<file path="config.mk">
export PLATFORM = sky130hd
export DESIGN_NAME = intermittent_wiper_controller
export DESIGN_NICKNAME = d
export VERILOG_FILES = /design/src/rtl/core/iwc_pkg.sv /design/src/rtl/core/intermittent_wiper_controller.sv
export SDC_FILE = /design/constraint.sdc
export NUM_CORES = 1
export LEC_CHECK = 0
export BUFFER_PORTS_ARGS = -buffer_cell sky130_fd_sc_hd__clkbuf_2
export CORE_MARGIN = 4
export CORE_UTILIZATION = 30
export CTS_CLUSTER_SIZE = 10
export DETAILED_ROUTE_END_ITERATION = 10
export HOLD_SLACK_MARGIN = 0.1
export PLACE_DENSITY_LB_ADDON = 0.3
export SLEW_MARGIN = 10
export SYNTH_ARGS = -nofsm -noshare
export SYNTH_HDL_FRONTEND = slang
export SYNTH_SLANG_ARGS = --single-unit
</file>
<file path="constraint.sdc">
create_clock -name clk -period 8.1 [get_ports clk]
set_input_delay 0.405 -clock clk [delete_from_list [all_inputs] [get_ports clk]]
set_output_delay 0.405 -clock clk [all_outputs]
set_load 0.01 [all_outputs]
</file>
<file path="src/rtl/core/iwc_pkg.sv">
`default_nettype none

package iwc_pkg;

    localparam int SPEED_MAX  = 100;
    localparam int SPEED_W    = 7;
    localparam int SPEED_STEP = SPEED_MAX / 4;
    localparam int TIMER_BITS = 16;
    localparam int CFG_W      = 16;
    localparam int CFG_IDX_W  = 3;

    localparam logic [CFG_IDX_W-1:0] CFG_MANUAL_MODE    = 3'd0;
    localparam logic [CFG_IDX_W-1:0] CFG_HOME_LEVEL     = 3'd1;
    localparam logic [CFG_IDX_W-1:0] CFG_SWEEP_DELAY    = 3'd2;
    localparam logic [CFG_IDX_W-1:0] CFG_SLOWEST_WAIT   = 3'd3;
    localparam logic [CFG_IDX_W-1:0] CFG_REQUEST_WINDOW = 3'd4;
    localparam logic [CFG_IDX_W-1:0] CFG_IGNITION_OFF   = 3'd5;

    localparam logic [CFG_W-1:0] SWEEP_DELAY_RST    = 16'd25;
    localparam logic [CFG_W-1:0] SLOWEST_WAIT_RST   = 16'd500;
    localparam logic [CFG_W-1:0] REQUEST_WINDOW_RST = 16'd50;
    localparam logic [CFG_W-1:0] IGNITION_OFF_RST   = 16'd50;

    localparam logic [1:0] REQ_NONE   = 2'b00;
    localparam logic [1:0] REQ_FASTER = 2'b01;

    // count down by one, stop at zero
    function automatic logic [TIMER_BITS-1:0] tick_down(input logic [TIMER_BITS-1:0] t);
        return (t != '0) ? t - 1'b1 : '0;
    endfunction

endpackage

`default_nettype wire

</file>
<file path="src/rtl/core/intermittent_wiper_controller.sv">
`default_nettype none
// An accepted word is held in the input register until the result register
// can take it, is then loaded there, and m_* hands it over from that register.
// Throughput: one word per cycle; both stages advance together whenever the
// result register is free or taken.
// Reset (rst_n low, asynchronous): all but the payload registers take their
// documented defaults, speed is zero, the phase is off and both stages are empty.
module intermittent_wiper_controller
    import iwc_pkg::*;
(
    input  wire logic                 clk,
    input  wire logic                 rst_n,
    // configuration write port
    input  wire logic                 cfg_we,
    input  wire logic [CFG_IDX_W-1:0] cfg_index,
    input  wire logic [CFG_W-1:0]     cfg_wdata,
    // input word: [1:0] request, [2] home_sensor, [3] emergency, [4] ignition_on
    input  wire logic                 s_tvalid,
    output logic                      s_tready,
    input  wire logic [7:0]           s_tdata,
    // result word: [0] motor_on, [7:1] speed_level, [9:8] phase
    output logic                      m_tvalid,
    input  wire logic                 m_tready,
    output logic [15:0]               m_tdata
);

    typedef enum logic [1:0] {
        PH_OFF  = 2'd0,
        PH_OUT  = 2'd1,
        PH_HOME = 2'd2,
        PH_WAIT = 2'd3
    } phase_t;

    // configuration registers
    logic                  manual_mode_reg;
    logic                  home_level_reg;
    logic [CFG_W-1:0]      sweep_delay_reg;
    logic [CFG_W-1:0]      slowest_wait_reg;
    logic [CFG_W-1:0]      request_window_reg;
    logic [CFG_W-1:0]      ignition_off_reg;

    // input stage and result stage
    logic                  in_valid_reg;
    logic [7:0]            in_data_reg;
    logic                  out_valid_reg;
    logic [15:0]           out_data_reg;
    logic [15:0]           out_data_next;
    logic                  advance;

    // controller state
    logic [SPEED_W-1:0]    speed_reg, speed_next;
    logic [SPEED_W-1:0]    speed_prev_reg, speed_prev_next;
    logic                  req_prev_reg;
    phase_t                phase_reg, phase_next;
    logic [TIMER_BITS-1:0] sweep_timer_reg, sweep_timer_next;
    logic [TIMER_BITS-1:0] window_timer_reg, window_timer_next;
    logic [TIMER_BITS-1:0] ign_timer_reg, ign_timer_next;

    // move a word into the result register when it is empty or being taken
    assign advance  = in_valid_reg && (!out_valid_reg || m_tready);
    assign s_tready = !in_valid_reg || advance;
    assign m_tvalid = out_valid_reg;
    assign m_tdata  = out_data_reg;

    always_ff @(posedge clk or negedge rst_n)
    begin
        if (!rst_n)
        begin
            manual_mode_reg    <= 1'b0;
            home_level_reg     <= 1'b0;
            sweep_delay_reg    <= SWEEP_DELAY_RST;
            slowest_wait_reg   <= SLOWEST_WAIT_RST;
            request_window_reg <= REQUEST_WINDOW_RST;
            ignition_off_reg   <= IGNITION_OFF_RST;
        end
        else if (cfg_we)
        begin
            unique case (cfg_index)
                CFG_MANUAL_MODE:    manual_mode_reg    <= cfg_wdata[0];
                CFG_HOME_LEVEL:     home_level_reg     <= cfg_wdata[0];
                CFG_SWEEP_DELAY:    sweep_delay_reg    <= cfg_wdata;
                CFG_SLOWEST_WAIT:   slowest_wait_reg   <= cfg_wdata;
                CFG_REQUEST_WINDOW: request_window_reg <= cfg_wdata;
                CFG_IGNITION_OFF:   ignition_off_reg   <= cfg_wdata;
                default:            ;
            endcase
        end
    end

    // Tick update, in the order the controller defines it:
    // request handling, motor decision, sweep sequencer (auto mode), then ignition clear.
    always_comb
    begin
        logic [1:0]            req;
        logic                  sensor;
        logic                  emcy;
        logic                  ign;
        logic                  active;
        logic                  edge_det;
        logic                  drive;
        logic [SPEED_W-1:0]    spd;
        logic [SPEED_W:0]      spd_up;
        logic [TIMER_BITS-1:0] wt;
        logic [TIMER_BITS-1:0] st;
        logic [TIMER_BITS-1:0] st_dn;
        logic [TIMER_BITS-1:0] it_dn;
        logic [TIMER_BITS+1:0] part;
        logic [TIMER_BITS-1:0] wait_ticks;
        phase_t                ph;

        req    = in_data_reg[1:0];
        sensor = in_data_reg[2];
        emcy   = in_data_reg[3];
        ign    = in_data_reg[4];
        active = (req != REQ_NONE);
        edge_det = active && !req_prev_reg;

        spd    = speed_reg;
        spd_up = {1'b0, speed_reg} + (SPEED_W+1)'(SPEED_STEP);
        wt     = window_timer_reg;
        st     = sweep_timer_reg;
        ph     = phase_reg;
        speed_prev_next = speed_prev_reg;
        drive  = 1'b0;
        st_dn  = '0;
        part   = '0;
        wait_ticks = '0;

        if (manual_mode_reg)
        begin
            // toggle between stopped and full speed
            if (edge_det)
                spd = (speed_reg != '0) ? '0 : SPEED_W'(SPEED_MAX);
            drive = (spd != '0);
        end
        else
        begin
            wt = tick_down(window_timer_reg);
            if (edge_det)
            begin
                if (wt != '0)
                begin
                    // step speed within the window, saturate at both ends
                    if (req == REQ_FASTER)
                        spd = (spd_up > (SPEED_W+1)'(SPEED_MAX)) ?
                              SPEED_W'(SPEED_MAX) : spd_up[SPEED_W-1:0];
                    else
                        spd = (speed_reg >= SPEED_W'(SPEED_STEP)) ?
                              speed_reg - SPEED_W'(SPEED_STEP) : '0;
                end
                else
                begin
                    // single sweep on a request outside the window
                    st = sweep_delay_reg;
                    ph = PH_OUT;
                end
                wt = request_window_reg;
            end

            // motor follows the phase entered from request handling
            drive = (ph == PH_OUT) || (ph == PH_HOME);

            // Home pause = slowest * (1 - speed/max). Speed only takes
            // quarter steps, so the scaled part is a shift-and-add.
            if (spd == '0)
                part = '0;
            else if (spd == SPEED_W'(SPEED_STEP))
                part = {2'b00, slowest_wait_reg} >> 2;
            else if (spd == SPEED_W'(2 * SPEED_STEP))
                part = {2'b00, slowest_wait_reg} >> 1;
            else if (spd == SPEED_W'(3 * SPEED_STEP))
                part = ({2'b00, slowest_wait_reg} + {1'b0, slowest_wait_reg, 1'b0}) >> 2;
            else
                part = {2'b00, slowest_wait_reg};
            wait_ticks = slowest_wait_reg - part[TIMER_BITS-1:0];

            st_dn = tick_down(st);
            case (ph)
                PH_OUT:
                begin
                    st = st_dn;
                    if (st_dn == '0 && sensor != home_level_reg)
                    begin
                        st = sweep_delay_reg;
                        ph = PH_HOME;
                    end
                end
                PH_HOME:
                begin
                    st = st_dn;
                    if (st_dn == '0 && sensor == home_level_reg)
                    begin
                        st = wait_ticks;
                        ph = PH_WAIT;
                    end
                end
                PH_WAIT:
                begin
                    if (spd != '0)
                    begin
                        st = st_dn;
                        // restart on timeout or on a speed change
                        if (st_dn == '0 || spd != speed_prev_reg)
                        begin
                            st = sweep_delay_reg;
                            ph = PH_OUT;
                        end
                    end
                    else
                        ph = PH_OFF;
                end
                default:
                begin
                    if (spd != '0)
                    begin
                        st = sweep_delay_reg;
                        ph = PH_OUT;
                    end
                end
            endcase
            speed_prev_next = spd;
        end

        // ignition off long enough: clear speed once, on the step to zero
        it_dn = tick_down(ign_timer_reg);
        ign_timer_next = ign_timer_reg;
        if (!ign)
        begin
            if (ign_timer_reg != '0)
            begin
                ign_timer_next = it_dn;
                if (it_dn == '0)
                    spd = '0;
            end
        end
        else
            ign_timer_next = ignition_off_reg;

        speed_next        = spd;
        phase_next        = ph;
        sweep_timer_next  = st;
        window_timer_next = wt;
        out_data_next     = {6'b0, ph, spd, drive && !emcy};
    end

    always_ff @(posedge clk or negedge rst_n)
    begin
        if (!rst_n)
        begin
            in_valid_reg     <= 1'b0;
            out_valid_reg    <= 1'b0;
            speed_reg        <= '0;
            speed_prev_reg   <= '0;
            req_prev_reg     <= 1'b0;
            phase_reg        <= PH_OFF;
            sweep_timer_reg  <= '0;
            window_timer_reg <= REQUEST_WINDOW_RST;
            ign_timer_reg    <= IGNITION_OFF_RST;
        end
        else
        begin
            if (s_tvalid && s_tready)
                in_valid_reg <= 1'b1;
            else if (advance)
                in_valid_reg <= 1'b0;

            if (advance)
            begin
                out_valid_reg    <= 1'b1;
                speed_reg        <= speed_next;
                speed_prev_reg   <= speed_prev_next;
                req_prev_reg     <= (in_data_reg[1:0] != REQ_NONE);
                phase_reg        <= phase_next;
                sweep_timer_reg  <= sweep_timer_next;
                window_timer_reg <= window_timer_next;
                ign_timer_reg    <= ign_timer_next;
            end
            else if (m_tready)
                out_valid_reg <= 1'b0;
        end
    end

    // payload registers: hold until the stage advances
    always_ff @(posedge clk)
    begin
        if (s_tvalid && s_tready)
            in_data_reg <= s_tdata;
        if (advance)
            out_data_reg <= out_data_next;
    end

endmodule

`default_nettype wire
</file>
After elaboration in Yosys (flattened, before gate mapping). Cells that the tools add are included. W data, S select, Z words.

Output and inout bits: 18. Register bits after elaboration: 148. Word-level logic and storage cells: 127. Bits of input ports: 32.

Equality and inequality tests: 15. Reduce and logical (&&, ||, !) cells: 37. Bitwise gates (word level): 1. Multiplexer cells: 48. $add $sub $neg: 7. Magnitude comparators: 2.

Operator list (count): $mux W16 (19); $mux W7 (13); $reduce_bool A16 Y1 (4); $pmux W16 S3 (1); $sub A16 B1 Y16 const B (3); $logic_not A16 Y1 (2); $reduce_bool A7 Y1 (3); $add A16 B17 Y18 (1); $mux W2 (9); $reduce_and A2 Y1 (8); $sub A16 B16 Y16 (1); $add A7 B5 Y8 const B (1); $gt A8 B7 Y1 const B (1); $reduce_bool A2 Y1 (4); $eq A7 B5 Y1 const B (1); $eq A7 B6 Y1 const B (1); $eq A7 B7 Y1 const B (1); $ge A7 B5 Y1 const B (1); $logic_not A7 Y1 (1); $ne A7 B7 Y1 (1); $sub A7 B5 Y7 const B (1); $eq A3 B2 Y1 const B (2); $eq A3 B3 Y1 const B (2); $logic_and A1 B1 Y1 (6); other kinds (11) (23).

Longest topological paths before layout.
Depth in word-level cells: 16. Mapped depth: 31.

Worst setup path after synthesis. No wires, ideal clock.

Path kind: register -> register. From: register window_timer_reg[0]. To: register sweep_timer_reg[10]. Stages on the path, launching flop included: 32. Path buffers: 4. Library setup time: 0.124 ns. Data required time: 7.976 ns. Arrival time: 6.350 ns. Period minus slack after synthesis: 6.474 ns. Setup slack: 1.626 ns. Cell sequence: dfrtp_1 clkbuf_1 inv_1 ha_1 or3b_1 or4_4 a221oi_4 and4_1 buf_2 o31ai_1 o21a_1 o211ai_1 clkbuf_1 clkbuf_1 mux2i_1 nand2_1 o211ai_1 a21oi_1 ha_1 fa_1 nand3b_1 a21boi_0 o21a_1 o21a_1 o21ai_0 a21boi_0 o21ai_0 and3_1 o2111ai_1 o211a_1 and3_1 a211oi_1.

Word-level cells in the longest chain between the ends: 15.

Ends and longest elaborated chain: start: declaration (RTL line intermittent_wiper_controller.sv:56) `logic [TIMER_BITS-1:0] window_timer_reg, window_timer_next;`; start signal: assignment (RTL line intermittent_wiper_controller.sv:275) `window_timer_reg <= window_timer_next;`; $sub A16 B1 Y16 or $reduce_bool A16 Y1 (tied branches) (RTL line iwc_pkg.sv:29) `return (t != '0) ? t - 1'b1 : '0;`; $mux W16 * (RTL line iwc_pkg.sv:29); $reduce_bool A16 Y1 * (RTL line intermittent_wiper_controller.sv:141) `if (wt != '0)`; $mux W7 (RTL line intermittent_wiper_controller.sv:141); $mux W7 (RTL line intermittent_wiper_controller.sv:139) `if (edge_det)`; $mux W7 (RTL line intermittent_wiper_controller.sv:129) `if (manual_mode_reg)`; $eq A7 B7 Y1 (RTL line intermittent_wiper_controller.sv:171) `else if (spd == SPEED_W'(3 * SPEED_STEP))`; $mux W16 (RTL line intermittent_wiper_controller.sv:171); $mux W16 (RTL line intermittent_wiper_controller.sv:169) `else if (spd == SPEED_W'(2 * SPEED_STEP))`; $mux W16 (RTL line intermittent_wiper_controller.sv:167) `else if (spd == SPEED_W'(SPEED_STEP))`; $mux W16 (RTL line intermittent_wiper_controller.sv:165) `if (spd == '0)`; $mux W16 (RTL line intermittent_wiper_controller.sv:129); $sub A16 B16 Y16 (RTL line intermittent_wiper_controller.sv:175) `wait_ticks = slowest_wait_reg - part[TIMER_BITS-1:0];`; $mux W16 (RTL line intermittent_wiper_controller.sv:191) `if (st_dn == '0 && sensor == home_level_reg)`; $pmux W16 S3 * (RTL line intermittent_wiper_controller.sv:178) `case (ph)`; end signal: assignment (RTL line intermittent_wiper_controller.sv:274) `sweep_timer_reg <= sweep_timer_next;`; end: declaration (RTL line intermittent_wiper_controller.sv:55) `logic [TIMER_BITS-1:0] sweep_timer_reg, sweep_timer_next;`.

Every way passes the cells marked *; elsewhere a longest branch is shown, timed or not. The select of a mux whose other input is x is not followed. A chain may end at the register's enable or synchronous reset.

Worst setup path in the final report. Same ends and word-level chain as after synthesis.

==> impl_metrics.toml <==
[run_status]
status = "complete, no violations"

[final_layout]
fillers = 4103
finish.utilization = 0.340
num_antenna_cells = 0
final_area_um2 = 13200
layout.nets = 1521
drive_gt1_frac = 0.147
fin_cells = 1974
synthToLayoutAreaGrowth_pct = 11.1
multi_input_comb_area_um2 = 7600
seq_area_um2 = 3800

[critical_path]
slowest_delay_ns = 0.68
setup.worst_path.end_class = "flop"
crit_arrival_ns = 7.73
crit_fanout = 26
critPathRequiredTime_ns = 8.45
startpoint_type = "flop"
path_class = "reg2reg"
worstRegToRegCells = 27
slowest_stage = "nor4_1"
cpMostUsedCell = "o21ai_0"

[worst_hold_path]
hold_class = "in2reg"
holdPathStages = 1

[timing]
finalSetupViolCount = 0
fmax_mhz = 135
clock-skew-final_ns = 0.0109
slew_viol_final = 0
tightest_slew_ns = 0.959
relSlewSlack = 0.359
fin_crit_ns = 7.38
fin_setup_tns_ns = 0
rsz0062_at_grt = "false"
fin_crit_sh = 0.911
hold_viol = 0

[power]
p_switching_mw = 2.24
p_int_mw = 2.35
switching_share = 0.487
clkPwrFrac = 0.182
combPwrFrac = 0.506
p_per_area_nw_per_um2 = 347
p_leak_nw = 5.22
ir_drop_mv = 0.153
sequentialPowerShare = 0.312

[synthesis]
post-synth-top-count-cell = "nand2_1"
synth_edf_count = 15
synth.area.top_cells = "dfrtp_1 (24%), mux2_2 (6.3%), o21ai_0 (5.5%), dfstp_2 (4.6%), ha_1 (4.6%)"
synth_cell_types = 88
synth-seq-cells = 148
seq_area_frac_synth = 0.319
syn_avg_cell_area_um2 = 8.23
yosysWarnings = 0
netlist_top_cells_count = "nand2_1 (135), o21ai_0 (130), nor2_1 (129), dfrtp_1 (112), a21oi_1 (99)"
synth_largest_area_cell = "dfrtp_1"
syn_area_um2 = 11900
async_flop_share = 0.899
syn_inst = 1448
yosysTopAreaCellShare = 0.235
synth_top_flop_cell = "dfrtp_1"

[clock_network]
clkTransAtPathRegs_ns = 0.07
h-tree-depth = 4
cts_sinks = 148
cts_root_buf = "clkbuf_16"
clock_latency_ns = 0.44
cts_tree = "yes"
numCtsBuffers = 17
cts_max_path_buffers = 2

[placed_design]
portBuffers = 40
place_congestion = 0.992
place_hpwl_um = 28600
placedCellCount = 1940
place_area_um2 = 12600

[detailed_routing]
wirelength_um = 39600
viasPerCell = 5.72
postRouteAntennaNets = 0
drc = 0
drt_iter0_markers = 1098
drtPass1Iterations = 6
wl_per_cell_um = 20.0
num_vias = 11300

[floorplan]
start_util = 0.306
ioPinCount = 50
die_h_um = 207
die_area_um2 = 43000
core_area_um2 = 38900
rows = 72
die_w_um = 207

[global_routing]
grt_max_degree = 70
grt_usage = 0.180
antenna_found_initial = 0
grt_first_pass_wirelength_um = 62200
grt_overflow = 0
grt_pass1_vias = 10700

[flow_run]
max_cap_violations = 0
area by class of cell:
| type | instances | share of cell area |
|---|---|---|
| clock buffers | 17 | 0.0321 |
| multi-input cells | 1166 | 0.574 |
| flip-flops and latches | 148 | 0.287 |
| inverters | 44 | 0.0125 |
| well taps | 518 | 0.0490 |
| clock inverters | 15 | 0.0142 |
| repair buffers | 66 | 0.0308 |
layout by cell type (no fill, tap or decap), types with 21 or more instances in the layout:
| cell | n |
|---|---|
| a31oi_1 | 35 |
| o21ai_0 | 130 |
| dfrtp_1 | 112 |
| xnor2_1 | 30 |
| nand3_1 | 34 |
| a211oi_1 | 26 |
| xor2_1 | 23 |
| and3_1 | 23 |
| clkbuf_2 | 39 |
| buf_4 | 24 |
| inv_1 | 44 |
| nor3_1 | 54 |
| mux2_2 | 67 |
| ha_1 | 44 |
| o22ai_1 | 23 |
| dfstp_2 | 21 |
| nand2_1 | 135 |
| nor2_1 | 128 |
| a21oi_1 | 99 |
logic make-up (layout without fill, tap and decap cells):
logic type	after synthesis	after routing	share of synthesized area
muxes	87	87	0.0813
AOI/OAI and AO/OA	456	456	0.245
other	1	6	0.000315
xor gates and xnor gates	54	54	0.0403
and+or+nand+nor	517	517	0.217
DFF	148	148	0.319
buffers and inverters	139	142	0.0474
adders and majority gates	46	46	0.0496
worst max-delay path, delay by kind of cell, from the launching register on:
family / cells / cell delay [ns]
buffers and inverters: 2 / 0.51
multiplexers: 1 / 0.33
adder cells (fa/ha/maj): 2 / 0.63
AO/OA/AOI/OAI: 12 / 2.10
AND/OR/NAND/NOR: 10 / 3.22
flip-flops: 1 / 0.50
layer usage:
metal	track usage	part of all wire	wire length, µm
met1	0.259	0.47	18500
met2	0.269	0.43	17000
met3	0.0369	0.073	2880
met4	0.0641	0.030	1200
met5	0	0	0
stage by stage:
step | setup WS [ns] | power [mW] | hold slack, ns
after floorplan | 1.63 | 3.00 | 0.109
after global placement | 0.794 | 3.69 | 0.466
after detailed placement | 0.759 | 3.72 | 0.489
after CTS | 0.698 | 4.57 | 0.126
after global routing | 0.0371 | 4.94 | 0.127
final | 0.719 | 4.59 | 0.141
power by group through the flow:
stage / Clock (mW) / Combinational (mW) / Sequential [mW]
5_1_grt: 0.887 / 2.58 / 1.47
6_report: 0.835 / 2.32 / 1.43
3_5_place_dp: 0 / 2.29 / 1.43
2_1_floorplan: 0 / 1.79 / 1.21
4_1_cts: 0.853 / 2.30 / 1.42
3_3_place_gp: 0 / 2.26 / 1.43
final timing paths:
| check | from | endpoint | slack (ns) |
|---|---|---|---|
| max | window_timer_reg[0]$_DFFE_PN0P_ | sweep_timer_reg[10]$_DFFE_PN0P_ | 0.72 |
| max reg2reg | window_timer_reg[0]$_DFFE_PN0P_ | sweep_timer_reg[10]$_DFFE_PN0P_ | 0.72 |
| min reg2reg | ign_timer_reg[1]$_DFFE_PN1P_ | ign_timer_reg[1]$_DFFE_PN1P_ | 0.50 |
| min | s_tdata[2] | in_data_reg[2]$_DFFE_PP_ | 0.14 |
| max in group asynchronous | rst_n | sweep_timer_reg[0]$_DFFE_PN0P_ | 6.21 |
| min in group asynchronous | rst_n | sweep_timer_reg[4]$_DFFE_PN0P_ | 0.57 |
repair_timing:
item	in CTS	in global routing
endpoints found under the setup margin	0	2
gates resized for setup	0	2
hold buffers	1	0
endpoints found under the hold margin	55	0
buffers inserted	0	0
Note: power is estimated with default switching activity, not from simulation.
